## config.mk

```make
export PLATFORM = sky130hd
export DESIGN_NAME = autoranging_frequency_counter_top
export DESIGN_NICKNAME = d
export VERILOG_FILES = /design/src/hdl/afc_pkg.sv /design/src/hdl/afc_muldiv.sv /design/src/hdl/afc_datapath.sv /design/src/hdl/afc_ctrl.sv /design/src/hdl/autoranging_frequency_counter_top.sv
export SDC_FILE = /design/constraint.sdc
export NUM_CORES = 2
export LEC_CHECK = 0
export ABC_AREA = 1
export BUFFER_PORTS_ARGS = -buffer_cell sky130_fd_sc_hd__buf_2
export CORE_MARGIN = 5
export CORE_UTILIZATION = 35
export CTS_CLUSTER_DIAMETER = 150
export DETAILED_ROUTE_END_ITERATION = 8
export PLACE_DENSITY_LB_ADDON = 0.08
export REMOVE_ABC_BUFFERS = 1
export SLEW_MARGIN = 20
export SYNTH_ARGS = -nofsm -noshare
export SYNTH_HDL_FRONTEND = slang
export SYNTH_SLANG_ARGS = --single-unit
export TNS_END_PERCENT = 1
```

## constraint.sdc

```tcl
create_clock -name clk -period 31.4 [get_ports clk]
set_input_delay 6.28 -clock clk [delete_from_list [all_inputs] [get_ports clk]]
set_output_delay 6.28 -clock clk [all_outputs]
set_load 0.05 [all_outputs]
```

## src/hdl/afc_pkg.sv

```systemverilog
// shared types and constants for the autoranging frequency counter
package afc_pkg;

    localparam int STAMP_W   = 32;
    localparam int FREQ_W    = 48;
    localparam int VAL_W     = 16;
    localparam int STATUS_W  = 3;
    localparam int CFG_IDX_W = 3;
    localparam int CFG_W     = 32;
    localparam int MULB_W    = 42;

    localparam logic [FREQ_W-1:0] FREQ_SAT = {FREQ_W{1'b1}};

    // configuration register indexes
    localparam logic [CFG_IDX_W-1:0] CFG_PERIOD_MIN  = 3'd0;
    localparam logic [CFG_IDX_W-1:0] CFG_PERIOD_MAX  = 3'd1;
    localparam logic [CFG_IDX_W-1:0] CFG_TIMEOUT_MIN = 3'd2;
    localparam logic [CFG_IDX_W-1:0] CFG_TIMEOUT_MAX = 3'd3;
    localparam logic [CFG_IDX_W-1:0] CFG_STAMP_HZ    = 3'd4;

    // result status codes
    localparam logic [STATUS_W-1:0] ST_WAITING = 3'd0;
    localparam logic [STATUS_W-1:0] ST_NEW     = 3'd1;
    localparam logic [STATUS_W-1:0] ST_SHORT   = 3'd2;
    localparam logic [STATUS_W-1:0] ST_LONG    = 3'd3;
    localparam logic [STATUS_W-1:0] ST_NOSIG   = 3'd4;

    // input item kinds
    localparam logic KIND_TICK = 1'b0;
    localparam logic KIND_EDGE = 1'b1;

    // work deferred to the multiply-divide unit
    typedef enum logic [1:0] {
        OP_NONE,
        OP_FREQ,
        OP_SHORT_PERIOD
    } afc_op_t;

    typedef enum logic {
        CS_IDLE,
        CS_WAIT
    } afc_state_t;

    typedef enum logic [1:0] {
        MD_IDLE,
        MD_MUL,
        MD_DIV
    } afc_md_t;

    // controller to datapath
    typedef struct packed {
        logic take;
        logic start_unit;
        logic finish;
    } afc_cmd_t;

    // datapath to controller
    typedef struct packed {
        logic need_div;
        logic out_free;
        logic unit_done;
    } afc_sts_t;

endpackage

```

## src/hdl/afc_muldiv.sv

```systemverilog
// sequential multiply then divide: floor(x*y/d), shift-add then restoring division
module afc_muldiv #(
    parameter int XW = 28
) (
    input  logic                         clk,
    input  logic                         rst_n,
    input  logic                         start,
    input  logic [XW-1:0]                x,
    input  logic [afc_pkg::MULB_W-1:0]   y,
    input  logic [afc_pkg::STAMP_W-1:0]  d,
    output logic                         done,
    output logic [afc_pkg::FREQ_W-1:0]   q,
    output logic                         ovf
);
    import afc_pkg::*;

    localparam int PW = XW + MULB_W;
    localparam int CW = $clog2(PW + 1);

    afc_md_t             mode_reg, mode_next;
    logic [CW-1:0]       cnt_reg, cnt_next;
    logic [PW-1:0]       acc_reg, acc_next;
    logic [XW-1:0]       xs_reg, xs_next;
    logic [MULB_W-1:0]   yb_reg, yb_next;
    logic [STAMP_W-1:0]  dv_reg, dv_next;
    logic [STAMP_W-1:0]  rem_reg, rem_next;
    logic [FREQ_W-1:0]   q_reg, q_next;
    logic                ovf_reg, ovf_next;
    logic                done_reg, done_next;
    logic [STAMP_W:0]    trial;
    logic                qbit;

    // one multiplier bit or one quotient bit per cycle
    always_comb
    begin
        mode_next = mode_reg;
        cnt_next  = cnt_reg;
        acc_next  = acc_reg;
        xs_next   = xs_reg;
        yb_next   = yb_reg;
        dv_next   = dv_reg;
        rem_next  = rem_reg;
        q_next    = q_reg;
        ovf_next  = ovf_reg;
        done_next = 1'b0;
        trial     = {rem_reg, acc_reg[PW-1]};
        qbit      = (trial >= {1'b0, dv_reg});
        case (mode_reg)
            MD_IDLE:
            begin
                if (start)
                begin
                    acc_next  = '0;
                    xs_next   = x;
                    yb_next   = y;
                    dv_next   = d;
                    cnt_next  = CW'(XW);
                    mode_next = MD_MUL;
                end
            end
            MD_MUL:
            begin
                acc_next = {acc_reg[PW-2:0], 1'b0}
                         + (xs_reg[XW-1] ? PW'(yb_reg) : PW'(0));
                xs_next  = {xs_reg[XW-2:0], 1'b0};
                cnt_next = cnt_reg - CW'(1);
                if (cnt_reg == CW'(1))
                begin
                    cnt_next  = CW'(PW);
                    rem_next  = '0;
                    q_next    = '0;
                    ovf_next  = 1'b0;
                    mode_next = MD_DIV;
                end
            end
            MD_DIV:
            begin
                rem_next = qbit ? STAMP_W'(trial - {1'b0, dv_reg}) : trial[STAMP_W-1:0];
                acc_next = {acc_reg[PW-2:0], 1'b0};
                q_next   = {q_reg[FREQ_W-2:0], qbit};
                ovf_next = ovf_reg | q_reg[FREQ_W-1];
                cnt_next = cnt_reg - CW'(1);
                if (cnt_reg == CW'(1))
                begin
                    done_next = 1'b1;
                    mode_next = MD_IDLE;
                end
            end
            default:
            begin
                mode_next = MD_IDLE;
            end
        endcase
    end

    // control registers
    always_ff @(posedge clk or negedge rst_n)
    begin
        if (!rst_n)
        begin
            mode_reg <= MD_IDLE;
            done_reg <= 1'b0;
        end
        else
        begin
            mode_reg <= mode_next;
            done_reg <= done_next;
        end
    end

    // working registers
    always_ff @(posedge clk)
    begin
        cnt_reg <= cnt_next;
        acc_reg <= acc_next;
        xs_reg  <= xs_next;
        yb_reg  <= yb_next;
        dv_reg  <= dv_next;
        rem_reg <= rem_next;
        q_reg   <= q_next;
        ovf_reg <= ovf_next;
    end

    assign done = done_reg;
    assign q    = q_reg;
    assign ovf  = ovf_reg;

endmodule

```

## src/hdl/afc_datapath.sv

```systemverilog
// counter state, ranging logic, configuration and result register
module afc_datapath #(
    parameter int AVG_MAX      = 1024,
    parameter int TIMEOUT_INIT = 100
) (
    input  logic                           clk,
    input  logic                           rst_n,
    input  afc_pkg::afc_cmd_t              cmd,
    output afc_pkg::afc_sts_t              sts,
    input  logic                           cfg_write,
    input  logic [afc_pkg::CFG_IDX_W-1:0]  cfg_index,
    input  logic [afc_pkg::CFG_W-1:0]      cfg_data,
    input  logic                           kind,
    input  logic [afc_pkg::STAMP_W-1:0]    stamp,
    output logic                           out_valid,
    input  logic                           out_ready,
    output logic [afc_pkg::FREQ_W-1:0]     freq_millihertz,
    output logic [afc_pkg::STATUS_W-1:0]   status,
    output logic [afc_pkg::VAL_W-1:0]      period_now,
    output logic [afc_pkg::VAL_W-1:0]      timeout_now,
    output logic [$clog2(AVG_MAX+1)-1:0]   average_now
);
    import afc_pkg::*;

    localparam int AW = $clog2(AVG_MAX + 1);
    localparam int XW = VAL_W + 1 + AW;
    localparam logic [VAL_W-1:0] VAL_ONE = VAL_W'(1);

    // configuration
    logic [VAL_W-1:0]   pmin_reg, pmax_reg, tmin_reg, tmax_reg;
    logic [STAMP_W-1:0] hz_reg;
    logic [VAL_W-1:0]   pmin, pmax, tmin, tmax;

    // measurement state
    logic               phase_reg, phase_next;
    logic [VAL_W-1:0]   ec_reg, ec_next;
    logic [VAL_W-1:0]   period_reg, period_next;
    logic [VAL_W-1:0]   tl_reg, tl_next;
    logic [VAL_W-1:0]   el_reg, el_next;
    logic [AW-1:0]      avg_reg, avg_next;
    logic [AW-1:0]      wraps_reg, wraps_next;
    logic [STAMP_W-1:0] start_reg, start_next;
    logic [FREQ_W-1:0]  freq_reg, freq_next;
    afc_op_t            op_reg, op_next;
    logic [STATUS_W-1:0] pend_reg, pend_next;

    // result register
    logic               ov_reg, ov_next;
    logic [FREQ_W-1:0]  of_reg;
    logic [STATUS_W-1:0] os_reg;
    logic [VAL_W-1:0]   op_per_reg, ot_reg;
    logic [AW-1:0]      oa_reg;

    // step candidates
    logic               s_phase;
    logic [VAL_W-1:0]   s_ec, s_period, s_tl, s_el;
    logic [AW-1:0]      s_avg, s_wraps;
    logic [STAMP_W-1:0] s_start;
    logic [FREQ_W-1:0]  s_freq;
    afc_op_t            s_op;
    logic [STATUS_W-1:0] s_status;
    logic [XW-1:0]      s_x;
    logic [MULB_W-1:0]  s_y;
    logic [STAMP_W-1:0] s_d;

    logic [AW-1:0]      wraps1;
    logic [AW:0]        avg_dbl;
    logic [VAL_W-1:0]   el1, tl_half;
    logic [VAL_W+1:0]   tl_tri;
    logic [VAL_W+4:0]   el20, tl9;
    logic [STAMP_W-1:0] delta;

    // 0.95 of the edge count: times 19, then divide by 4 and by 5
    logic [VAL_W+4:0]   ec19;
    logic [VAL_W+2:0]   ec19q;
    logic [VAL_W+22:0]  ec_scaled;
    logic [VAL_W-1:0]   ec_long;

    // unit interface
    logic               u_done, u_ovf;
    logic [FREQ_W-1:0]  u_q;
    logic [VAL_W-1:0]   lp1, lp2, sp;
    logic [STATUS_W-1:0] ld_status;

    // zero limits act as one
    assign pmin = (pmin_reg == '0) ? VAL_ONE : pmin_reg;
    assign pmax = (pmax_reg == '0) ? VAL_ONE : pmax_reg;
    assign tmin = (tmin_reg == '0) ? VAL_ONE : tmin_reg;
    assign tmax = (tmax_reg == '0) ? VAL_ONE : tmax_reg;

    assign wraps1  = wraps_reg + AW'(1);
    assign avg_dbl = {avg_reg, 1'b0};
    assign el1     = (el_reg != {VAL_W{1'b1}}) ? el_reg + VAL_ONE : el_reg;
    assign tl_half = {1'b0, tl_reg[VAL_W-1:1]};
    assign tl_tri  = (VAL_W+2)'(tl_reg) * (VAL_W+2)'(3);
    assign el20    = (VAL_W+5)'(el_reg) * (VAL_W+5)'(20);
    assign tl9     = (VAL_W+5)'(tl_reg) * (VAL_W+5)'(9);
    assign delta   = stamp - start_reg;

    // divide by 5 as a multiply by ceil(2^22/5), exact for this range
    assign ec19      = (VAL_W+5)'(ec_reg) * (VAL_W+5)'(19);
    assign ec19q     = ec19[VAL_W+4:2];
    assign ec_scaled = (VAL_W+23)'(ec19q) * (VAL_W+23)'(838861);
    assign ec_long   = ec_scaled[VAL_W+21:22];

    // timeout period candidate, raised to pmin then lowered to pmax
    assign lp1 = (ec_long < pmin) ? pmin : ec_long;
    assign lp2 = (lp1 > pmax) ? pmax : lp1;

    // one input item: immediate updates and the deferred operation
    always_comb
    begin
        s_phase  = phase_reg;
        s_ec     = ec_reg;
        s_period = period_reg;
        s_tl     = tl_reg;
        s_el     = el_reg;
        s_avg    = avg_reg;
        s_wraps  = wraps_reg;
        s_start  = start_reg;
        s_freq   = freq_reg;
        s_op     = OP_NONE;
        s_status = ST_WAITING;
        s_x      = XW'(period_reg);
        s_y      = MULB_W'(tl_reg);
        s_d      = STAMP_W'(el_reg);
        if (kind == KIND_EDGE)
        begin
            if (ec_reg >= period_reg)
            begin
                s_ec = '0;
                if (!phase_reg)
                begin
                    s_start = stamp;
                    s_wraps = '0;
                    s_el    = '0;
                    s_phase = 1'b1;
                end
                else if (wraps1 >= avg_reg)
                begin
                    s_wraps = '0;
                    s_phase = 1'b0;
                    s_el    = '0;
                    if (el20 > tl9)
                    begin
                        s_status = ST_NEW;
                        if (delta == '0)
                        begin
                            s_freq = FREQ_SAT;
                        end
                        else
                        begin
                            s_op = OP_FREQ;
                            s_x  = XW'((VAL_W+1)'(period_reg) + (VAL_W+1)'(1)) * XW'(avg_reg);
                            s_y  = MULB_W'(hz_reg) * MULB_W'(1000);
                            s_d  = delta;
                        end
                    end
                    else
                    begin
                        s_status = ST_SHORT;
                        if (tl_reg > tmin)
                        begin
                            s_tl = (tl_half < tmin) ? tmin : tl_half;
                        end
                        else if (period_reg < pmax)
                        begin
                            if (el_reg == '0)
                            begin
                                s_period = pmax;
                            end
                            else
                            begin
                                s_op = OP_SHORT_PERIOD;
                            end
                        end
                        else
                        begin
                            s_avg = (avg_dbl > (AW+1)'(AVG_MAX)) ? AW'(AVG_MAX)
                                                                  : avg_dbl[AW-1:0];
                        end
                    end
                end
                else
                begin
                    s_wraps = wraps1;
                end
            end
            else
            begin
                s_ec = ec_reg + VAL_ONE;
            end
        end
        else
        begin
            s_el = el1;
            if (el1 >= tl_reg)
            begin
                s_phase  = 1'b0;
                s_el     = '0;
                s_status = ST_LONG;
                if (avg_reg > AW'(1))
                begin
                    s_avg = {1'b0, avg_reg[AW-1:1]};
                end
                else if (period_reg > pmin)
                begin
                    if (lp2 != period_reg)
                    begin
                        s_period = lp2;
                        s_ec     = '0;
                    end
                end
                else if (tl_reg < tmax)
                begin
                    s_tl = (tl_tri > (VAL_W+2)'(tmax)) ? tmax : tl_tri[VAL_W-1:0];
                end
                else
                begin
                    s_freq   = '0;
                    s_status = ST_NOSIG;
                end
            end
        end
    end

    // result of the deferred period update
    assign sp  = (u_ovf || (u_q > FREQ_W'(pmax))) ? pmax : u_q[VAL_W-1:0];

    // commit a step or the finished operation
    always_comb
    begin
        phase_next  = phase_reg;
        ec_next     = ec_reg;
        period_next = period_reg;
        tl_next     = tl_reg;
        el_next     = el_reg;
        avg_next    = avg_reg;
        wraps_next  = wraps_reg;
        start_next  = start_reg;
        freq_next   = freq_reg;
        op_next     = op_reg;
        pend_next   = pend_reg;
        ld_status   = pend_reg;
        if (cmd.take)
        begin
            phase_next  = s_phase;
            ec_next     = s_ec;
            period_next = s_period;
            tl_next     = s_tl;
            el_next     = s_el;
            avg_next    = s_avg;
            wraps_next  = s_wraps;
            start_next  = s_start;
            freq_next   = s_freq;
            op_next     = s_op;
            pend_next   = s_status;
            ld_status   = s_status;
        end
        else if (cmd.finish)
        begin
            op_next = OP_NONE;
            case (op_reg)
                OP_FREQ:
                begin
                    freq_next = u_ovf ? FREQ_SAT : u_q;
                end
                OP_SHORT_PERIOD:
                begin
                    period_next = sp;
                end
                default:
                begin
                    op_next = OP_NONE;
                end
            endcase
        end
    end

    // result register handshake
    always_comb
    begin
        ov_next = ov_reg;
        if (out_ready)
        begin
            ov_next = 1'b0;
        end
        if ((cmd.take && (s_op == OP_NONE)) || cmd.finish)
        begin
            ov_next = 1'b1;
        end
    end

    // configuration writes
    always_ff @(posedge clk or negedge rst_n)
    begin
        if (!rst_n)
        begin
            pmin_reg <= VAL_W'(16);
            pmax_reg <= VAL_W'(65535);
            tmin_reg <= VAL_W'(10);
            tmax_reg <= VAL_W'(10000);
            hz_reg   <= STAMP_W'(100000000);
        end
        else if (cfg_write)
        begin
            case (cfg_index)
                CFG_PERIOD_MIN:  pmin_reg <= cfg_data[VAL_W-1:0];
                CFG_PERIOD_MAX:  pmax_reg <= cfg_data[VAL_W-1:0];
                CFG_TIMEOUT_MIN: tmin_reg <= cfg_data[VAL_W-1:0];
                CFG_TIMEOUT_MAX: tmax_reg <= cfg_data[VAL_W-1:0];
                CFG_STAMP_HZ:    hz_reg   <= cfg_data[STAMP_W-1:0];
                default:         hz_reg   <= hz_reg;
            endcase
        end
    end

    // measurement state
    always_ff @(posedge clk or negedge rst_n)
    begin
        if (!rst_n)
        begin
            phase_reg  <= 1'b0;
            ec_reg     <= '0;
            period_reg <= VAL_W'(65535);
            tl_reg     <= VAL_W'(TIMEOUT_INIT);
            el_reg     <= '0;
            avg_reg    <= AW'(1);
            wraps_reg  <= '0;
            start_reg  <= '0;
            freq_reg   <= '0;
            op_reg     <= OP_NONE;
            pend_reg   <= ST_WAITING;
            ov_reg     <= 1'b0;
        end
        else
        begin
            phase_reg  <= phase_next;
            ec_reg     <= ec_next;
            period_reg <= period_next;
            tl_reg     <= tl_next;
            el_reg     <= el_next;
            avg_reg    <= avg_next;
            wraps_reg  <= wraps_next;
            start_reg  <= start_next;
            freq_reg   <= freq_next;
            op_reg     <= op_next;
            pend_reg   <= pend_next;
            ov_reg     <= ov_next;
        end
    end

    // result payload
    always_ff @(posedge clk)
    begin
        if ((cmd.take && (s_op == OP_NONE)) || cmd.finish)
        begin
            of_reg     <= freq_next;
            os_reg     <= ld_status;
            op_per_reg <= period_next;
            ot_reg     <= tl_next;
            oa_reg     <= avg_next;
        end
    end

    afc_muldiv #(
        .XW (XW)
    ) u_muldiv (
        .clk   (clk),
        .rst_n (rst_n),
        .start (cmd.start_unit),
        .x     (s_x),
        .y     (s_y),
        .d     (s_d),
        .done  (u_done),
        .q     (u_q),
        .ovf   (u_ovf)
    );

    assign sts.need_div  = (s_op != OP_NONE);
    assign sts.out_free  = !ov_reg || out_ready;
    assign sts.unit_done = u_done;

    assign out_valid       = ov_reg;
    assign freq_millihertz = of_reg;
    assign status          = os_reg;
    assign period_now      = op_per_reg;
    assign timeout_now     = ot_reg;
    assign average_now     = oa_reg;

endmodule

```

## src/hdl/afc_ctrl.sv

```systemverilog
// controller: accepts items and waits on the multiply-divide unit
module afc_ctrl (
    input  logic               clk,
    input  logic               rst_n,
    input  logic               in_valid,
    output logic               in_ready,
    input  afc_pkg::afc_sts_t  sts,
    output afc_pkg::afc_cmd_t  cmd
);
    import afc_pkg::*;

    afc_state_t state_reg, state_next;
    logic       take;

    assign take = in_valid && in_ready;

    // next state
    always_comb
    begin
        state_next = state_reg;
        case (state_reg)
            CS_IDLE:
            begin
                if (take && sts.need_div)
                begin
                    state_next = CS_WAIT;
                end
            end
            CS_WAIT:
            begin
                if (sts.unit_done)
                begin
                    state_next = CS_IDLE;
                end
            end
            default:
            begin
                state_next = CS_IDLE;
            end
        endcase
    end

    // outputs
    always_comb
    begin
        in_ready       = 1'b0;
        cmd.take       = 1'b0;
        cmd.start_unit = 1'b0;
        cmd.finish     = 1'b0;
        case (state_reg)
            CS_IDLE:
            begin
                in_ready       = sts.out_free;
                cmd.take       = in_valid && sts.out_free;
                cmd.start_unit = in_valid && sts.out_free && sts.need_div;
            end
            CS_WAIT:
            begin
                cmd.finish = sts.unit_done;
            end
            default:
            begin
                in_ready = 1'b0;
            end
        endcase
    end

    always_ff @(posedge clk or negedge rst_n)
    begin
        if (!rst_n)
        begin
            state_reg <= CS_IDLE;
        end
        else
        begin
            state_reg <= state_next;
        end
    end

endmodule

```

## src/hdl/autoranging_frequency_counter_top.sv

```systemverilog
// Autoranging reciprocal frequency counter. Each transfer on the input carries
// either a millisecond tick or a signal edge with its timestamp, and produces
// exactly one result transfer with the latest frequency in millihertz, a status
// code and the current period, timeout and averaging settings. Ticks and most
// edges finish without the multiply-divide unit, and a new item is taken as
// soon as the result register is free. An edge that ends a measurement with a
// valid interval, or a too-short interval that rescales the period, runs the
// shared bit-serial multiply-divide unit, one multiplier bit then one quotient
// bit per cycle; the next input is taken only once the controller is back in
// its idle state. Configuration is written through cfg_write, cfg_index and
// cfg_data; the user must write it only while the block is idle, and the block
// itself does not enforce this.
module autoranging_frequency_counter_top #(
    parameter int AVG_MAX      = 1024,
    parameter int TIMEOUT_INIT = 100
) (
    input  logic                           clk,
    input  logic                           rst_n,
    input  logic                           cfg_write,
    input  logic [afc_pkg::CFG_IDX_W-1:0]  cfg_index,
    input  logic [afc_pkg::CFG_W-1:0]      cfg_data,
    input  logic                           in_valid,
    output logic                           in_ready,
    input  logic                           kind,
    input  logic [afc_pkg::STAMP_W-1:0]    stamp,
    output logic                           out_valid,
    input  logic                           out_ready,
    output logic [afc_pkg::FREQ_W-1:0]     freq_millihertz,
    output logic [afc_pkg::STATUS_W-1:0]   status,
    output logic [afc_pkg::VAL_W-1:0]      period_now,
    output logic [afc_pkg::VAL_W-1:0]      timeout_now,
    output logic [$clog2(AVG_MAX+1)-1:0]   average_now
);
    import afc_pkg::*;

    afc_cmd_t cmd;
    afc_sts_t sts;

    // control
    afc_ctrl u_ctrl (
        .clk      (clk),
        .rst_n    (rst_n),
        .in_valid (in_valid),
        .in_ready (in_ready),
        .sts      (sts),
        .cmd      (cmd)
    );

    // datapath
    afc_datapath #(
        .AVG_MAX      (AVG_MAX),
        .TIMEOUT_INIT (TIMEOUT_INIT)
    ) u_dp (
        .clk             (clk),
        .rst_n           (rst_n),
        .cmd             (cmd),
        .sts             (sts),
        .cfg_write       (cfg_write),
        .cfg_index       (cfg_index),
        .cfg_data        (cfg_data),
        .kind            (kind),
        .stamp           (stamp),
        .out_valid       (out_valid),
        .out_ready       (out_ready),
        .freq_millihertz (freq_millihertz),
        .status          (status),
        .period_now      (period_now),
        .timeout_now     (timeout_now),
        .average_now     (average_now)
    );

endmodule

```

# Word level (Yosys, flattened, before mapping)

Index checks and enable logic that the tools add are counted.

Add/subtract/negate cells: 8
Multipliers: 7
$lt $le $gt $ge: 16
Eq/ne operators: 17
Muxes and demuxes: 147
Bitwise operators: 7
Reductions and logical operators: 43

Operators with widths:

| cell                                                                   | number |
|---|---|
| 16-bit two-way mux                                                     | 59 |
| 48-bit two-way mux                                                     | 15 |
| 70-bit one-hot mux with 3 select lines                                 | 1 |
| 28-bit two-way mux                                                     | 7 |
| 11-bit two-way mux                                                     | 13 |
| 48-bit one-hot mux with 2 select lines                                 | 1 |
| 16-bit zero test                                                       | 5 |
| 70-bit by 42-bit adder with 70-bit output                              | 1 |
| 70-bit two-way mux                                                     | 1 |
| 32-bit two-way mux                                                     | 2 |
| 32-bit one-hot mux with 2 select lines                                 | 1 |
| 32-bit subtractor                                                      | 2 |
| 28-bit one-hot mux with 2 select lines                                 | 1 |
| 16-bit greater-than comparator                                         | 3 |
| 48-bit by 16-bit greater-than comparator with 1-bit output             | 1 |
| 16-bit < comparator                                                    | 3 |
| 42-bit two-way mux                                                     | 1 |
| 32-bit by 7-bit multiplier with 39-bit output (second input constant)  | 1 |
| 19-bit by 20-bit multiplier with 38-bit output (second input constant) | 1 |
| 33-bit by 32-bit greater-or-equal comparator with 1-bit output         | 1 |
| 16-bit by 1-bit adder with 16-bit output (second input constant)       | 2 |
| 16-bit greater-or-equal comparator                                     | 2 |
| 32-bit zero test                                                       | 1 |
| 2-bit two-way mux                                                      | 15 |
| other kinds (45)                                                       | 105 |

Bits in registers: 627
Bits of input ports: 73
Output and inout port bits: 96
Logic and storage cells: 280

# Logic depth before layout (Yosys ltp)

Depth in word-level cells: 16
Mapped depth: 72

# By module

From an unflattened synthesis, not the netlist that was laid out.

Cell total of the unflattened synthesis: 8105
Area total of the unflattened synthesis: 62578.8 um^2

Modules (own cells, without submodules):

| module       | times used | cells each | area each (um^2) |
|---|---|---|---|
| afc_datapath | 1          | 5753       | 45094.5 |
| afc_muldiv   | 1          | 2340       | 17413.0 |
| afc_ctrl     | 1          | 12         | 71.3 |

# Least setup slack after synthesis

No wires, ideal clock.

Path kind: input-to-reg
From: in stamp[0] (netlist bit)
To: reg u_dp.oa_reg[0] (netlist: u_dp.average_now[0]), enable pin
Arrival: 15.262 ns
Data required time: 30.724 ns
Path slack: 15.462 ns
Cell stages on the path: 24
Path buffers: 0
Path through: inv_1 -> ha_1 -> fa_1 -> inv_1 -> nand3_1 -> nand2_1 -> nand4_1 -> nand3_1 -> a21boi_1 -> nor2_1 -> nand2_1 -> nand2_1 -> a21boi_1 -> o21ai_1 -> nand2_1 -> nand3_1 -> nand2_1 -> nor2_1 -> nand2_1 -> nor2_1 -> nand3_1 -> nand3_1 -> nand2_1 -> o21ai_0

Word-level cells in the longest chain between the ends: 11

Ends and longest elaborated chain:

| item                   | line                                    | source |
|---|---|---|
| start: declaration     | autoranging_frequency_counter_top.sv:25 | `input logic [afc_pkg::STAMP_W-1:0] stamp,` |
| 32-bit subtractor      | afc_datapath.sv:98                      | `assign delta = stamp - start_reg;` |
| 32-bit zero test       | afc_datapath.sv:147                     | `if (delta == '0)` |
| 1-bit two-way mux      | afc_datapath.sv:147                     |  |
| 2-bit two-way mux      | afc_datapath.sv:144                     | `if (el20 > tl9)` |
| 2-bit two-way mux      | afc_datapath.sv:139                     | `else if (wraps1 >= avg_reg)` |
| 2-bit two-way mux      | afc_datapath.sv:132                     | `if (!phase_reg)` |
| 2-bit two-way mux      | afc_datapath.sv:129                     | `if (ec_reg >= period_reg)` |
| 2-bit two-way mux      | afc_datapath.sv:127                     | `if (kind == KIND_EDGE)` |
| 2-bit zero test        | afc_datapath.sv:356                     | `if ((cmd.take && (s_op == OP_NONE)) \|\| cmd.finish)` |
| 1-bit logical AND      | afc_datapath.sv:356                     |  |
| 1-bit logical OR       | afc_datapath.sv:356                     |  |
| end signal: assignment | afc_datapath.sv:362                     | `oa_reg <= avg_next;` |
| end: declaration       | afc_datapath.sv:52                      | `logic [AW-1:0] oa_reg;` |

No other way between the ends.
A chain may end at the register's enable or synchronous reset.

# Worst setup path after layout

From: reg u_dp.ec_reg[4]
To: reg u_dp.ec_reg[8]

Word-level cells in the longest chain between the ends: 9
Elaborated cells between the ends (all ways): 13

Ends and longest elaborated chain:

| item                                           | line                | source |
|---|---|---|
| start: declaration                             | afc_datapath.sv:36  | `logic [VAL_W-1:0] ec_reg, ec_next;` |
| start signal: assignment                       | afc_datapath.sv:339 | `ec_reg <= ec_next;` |
| 16-bit by 5-bit multiplier with 21-bit output  | afc_datapath.sv:101 | `assign ec19 = (VAL_W+5)'(ec_reg) * (VAL_W+5)'(19);` |
| 19-bit by 20-bit multiplier with 38-bit output | afc_datapath.sv:103 | `assign ec_scaled = (VAL_W+23)'(ec19q) * (VAL_W+23)'(838861);` |
| 16-bit < comparator                            | afc_datapath.sv:107 | `assign lp1 = (ec_long < pmin) ? pmin : ec_long;` |
| 16-bit two-way mux                             | afc_datapath.sv:107 |  |
| 16-bit greater-than comparator                 | afc_datapath.sv:108 | `assign lp2 = (lp1 > pmax) ? pmax : lp1;` |
| 16-bit two-way mux                             | afc_datapath.sv:108 |  |
| 16-bit != test                                 | afc_datapath.sv:208 | `if (lp2 != period_reg)` |
| 2-bit nonzero test (no line)                   | --                  |  |
| 5-bit AND reduction (no line)                  | --                  |  |

Several ways; a longest one is shown, not always the timed one.

==> results.md <==
- Synthesis inferred 627 register bits.
- The number of fillers in the final layout is 17.55k.
- For hold timing, the worst endpoint is u_ctrl.state_reg.
- The Yosys step of the flow raised 0 warnings.
- On the critical path, the stage with the largest delay is an instance of inv_2.
- The number of antenna violations at the first check in global routing is 8.
- The sequential standard cell area is 17530 sq um.
- The number of enable-type register cells in the synthesized netlist is 354.
- The critical path contains buffers and inverters numbering 8 combined.
- The classification of the worst-slack hold path is flip-flop to flip-flop.
- The fmax is 73.31 MHz.
- Summing all multi-input logic gate instances after layout gives 37090 sq um.
- The die span in x is 422.8 microns.
- The total count of max-transition violations in the final report is 0.
- The area share of the largest cell type after synthesis is 0.1782.
- In the global route stage, overall resource usage came out at 0.2077.
- The tool flagged a number of max-cap violations equal to 0.
- Clock tree synthesis found a total of 627 sinks.
- Leaving out fill and tap cells, the most frequent cell in the layout is nand2_1.
- The maximum net fanout on the critical path is 27.
- The iteration count of the initial detailed-routing pass is 5.
- From synthesis to final layout, the design area changed by 10.24%.
- The initialized floorplan defines 151 standard-cell rows.
- The final weighted congestion in routability-driven placement is 0.8919.
- The number of nets at the end of the flow is 8537.
- The worst setup path is captured at a flip-flop.
- The remaining design rule violation count is 0.
- The highest cell delay on the worst timing path is 0.63 ns.
- The critical path's top delay family is adder cells.
- After detailed routing, the number of vias per cell comes to 5.102.
- The worst relative slew slack is 0.2505.
- The overflow left after global routing is 0.
- Gates resized during post-CTS repair numbered 0.
- The run finished with clean final reports.
- The required time at the endpoint of the critical path is 31.98 ns.
- In the synthesized netlist, the number of instances is 7302.
- Of the synthesized area, sequential elements account for 0.2939.
- Summed over all nets, the half-perimeter wirelength after detailed placement is 143.3 mm.
- By area the synthesized netlist is led by edfxtp_1 (18%), ha_1 (15%), fa_1 (12%), nand2_1 (9.9%), dfrtp_1 (9.1%).
- The worst reg-to-reg setup slack is 17.76 ns.
- The number of setup buffers added after CTS is 0.
- Summed over all layers, the routed wires come to 187.0 mm.
- For this design, the CTS-stage hold fixing added 0 buffers.
- In this run the clock root is driven by a clkbuf_16.
- The library cells used most frequently in the layout, excluding fill and tap cells, are nand2_1 (1570), inv_1 (1110), ha_1 (703).
- The CTS clock-pin slew for the worst setup and hold paths is 0.06 ns.
- For the final routed database, the setup TNS stands at 0 ns.
- The via total after detailed routing is 49.39k.
- The latest clock arrival within the worst-skew pair is 0.71 ns.
- The number of global-route vias before repair came to 49.98k.
- The setup-violating endpoint count in the final report is 0.
- The total count of hold-check failures in the final report is 0.
- The first global-routing pass estimated 294.6 mm of wire.
- Between clock sinks in the finished design, the worst skew comes to 0.04901 ns.
- The instance count along the most critical hold path is 1.
- By startpoint and endpoint, the worst setup path is classified as flip-flop to flip-flop.
- Setup repair after global routing left no endpoint under its margin.
- The data arrival time of the worst path is 14.22 ns.
- In this run the deepest clock path goes through 3 buffers.
- The detailed router's first-iteration violation count is 3175.
- The mean cell area of the mapped netlist is 8.168 sq um.
- The worst setup path is launched from a flip-flop.
- The register with the most flip-flops in the layout has 70 of them.
- The core box area is 169500 sq um.
- The final critical-path required period is 13.64 ns.
- The biggest area consumer among synthesized cells is edfxtp_1.
- The share of flip-flops with an asynchronous set or reset is 0.4354.
- The die outline area is 178800 sq um.
- Measured along the y axis, the die boundary spans 422.8 microns.
- The most used flip-flop cell after synthesis is edfxtp_1.
- The launch point of the critical path is u_dp.ec_reg[4].
- Entering global routing, the biggest net connects 122 pins.
- The initial utilization of the core area, before any placement, comes to 0.3519.
- TritonCTS built the clock tree.
- In this run the tool buffered the top-level ports with 168 buffer cells.
- The worst flop-to-flop path startpoint is u_dp.ec_reg[4].
- The count of nets left with antenna violations once routing finished came out at 0.
- Summing every instance area after synthesis gives 59640 sq um.
- The most numerous cell type found on the critical path is nand2_1.
- The ratio of final minimum period to clock period is 0.4344.
- Of the cells placed in the final design, the portion with a size suffix greater than 1 is 0.06434.
- Counting distinct cell types in the post-synthesis netlist gives 69.
- For the pin with the worst max-slew slack, the measured transition is 1.123 ns.
- The depth of the most critical reg-to-reg path is 62.
- In this run the count of I/O pins placed on the die edge is 169.
- Buffers inserted during clock tree synthesis total 82.
- The terminus of the critical flop-to-flop path is u_dp.ec_reg[8].
- Dividing the detail-routed wire length by the instance count gives 19.32 microns.
- The deepest level of the CTS H-tree is 3.
- The worst hold path begins at u_dp.u_muldiv.done.
how the worst max path moves through the flow:
| stage | endpoint | slack [ns] | depth (start not counted) |
|---|---|---|---|
| global placement | u_dp.ec_reg[8] | 18.10 | 63 |
| detailed placement | u_dp.ec_reg[8] | 17.96 | 63 |
| floorplan | u_dp.average_now[0] | 13.85 | 24 |
| finish | u_dp.ec_reg[8] | 17.76 | 62 |
| CTS | u_dp.ec_reg[8] | 17.88 | 66 |
| global route | u_dp.period_now[7] | 16.53 | 66 |
through the flow:
stage / setup slack, ns / std cells / utilization / hold WS, ns / area [sq um]
6_report: 17.76 / 9682 / 0.3880 / 0.4483 / 65750
5_1_grt: 16.53 / 9682 / 0.3880 / 0.4899 / 65750
4_1_cts: 17.88 / 9678 / 0.3878 / 0.4493 / 65730
3_5_place_dp: 17.96 / 9525 / 0.3711 / 0.4387 / 62890
3_3_place_gp: 18.10 / 9525 / 0.3711 / 0.4324 / 62890
2_1_floorplan: 13.85 / 7089 / - / 0.4247 / 58780
cell type report:
| type | instances | share of cell area |
|---|---|---|
| Multi-Input combinational cell | 5328 | 0.5641 |
| Sequential cell | 627 | 0.2667 |
| Inverter | 1134 | 0.06484 |
| Tap cell | 2218 | 0.04221 |
| Clock buffer | 114 | 0.03551 |
| Timing Repair Buffer | 218 | 0.01890 |
| Clock inverter | 39 | 0.007612 |
| Antenna cell | 4 | 0.0001522 |
synth_stat cells (all sizes together), types with 17 or more instances:
cell	n
a211oi	18
a21boi	18
a21o	28
a21oi	650
a31oi	36
buf	38
clkbuf	175
clkinv	17
dfrtp	217
dfstp	56
edfxtp	354
fa	368
ha	705
inv	1117
nand2	1585
nand3	246
nand4	77
nor2	432
nor3	86
nor4	49
o211ai	35
o21a	27
o21ai	573
o21bai	23
o221ai	56
xnor2	69
xor2	147
cell families after synthesis:
group	count (synthesis)	share of synthesized area
adders and majority gates	1073	0.2714
and+or+nand+nor	2507	0.1731
DFF	627	0.2939
muxes	16	0.003000
AOI/OAI and AO/OA	1516	0.1408
xor gates and xnor gates	216	0.03185
buffers and inverters	1347	0.08586
worst register-to-register path, delay by kind of cell, from the launching register on:
family | cells | cell delay, ns
xor gates and xnor gates | 2 | 0.92
buffers and inverters | 8 | 1.12
DFF | 1 | 0.49
AOI/OAI and AO/OA | 12 | 2.04
adders and majority gates | 12 | 4.98
and+or+nand+nor | 28 | 4.02
per-layer routing:
layer,vias up,track usage,routed length (microns)
li1,24460,-,-
met1,23740,0.2945,90320
met2,969,0.3392,84770
met3,220,0.02131,7298
met4,2,0.05478,4640
met5,-,0,13
Power is left out: the tool's default activity adds up to more than one toggle a clock period on the data nets, which glitch-free logic cannot reach.
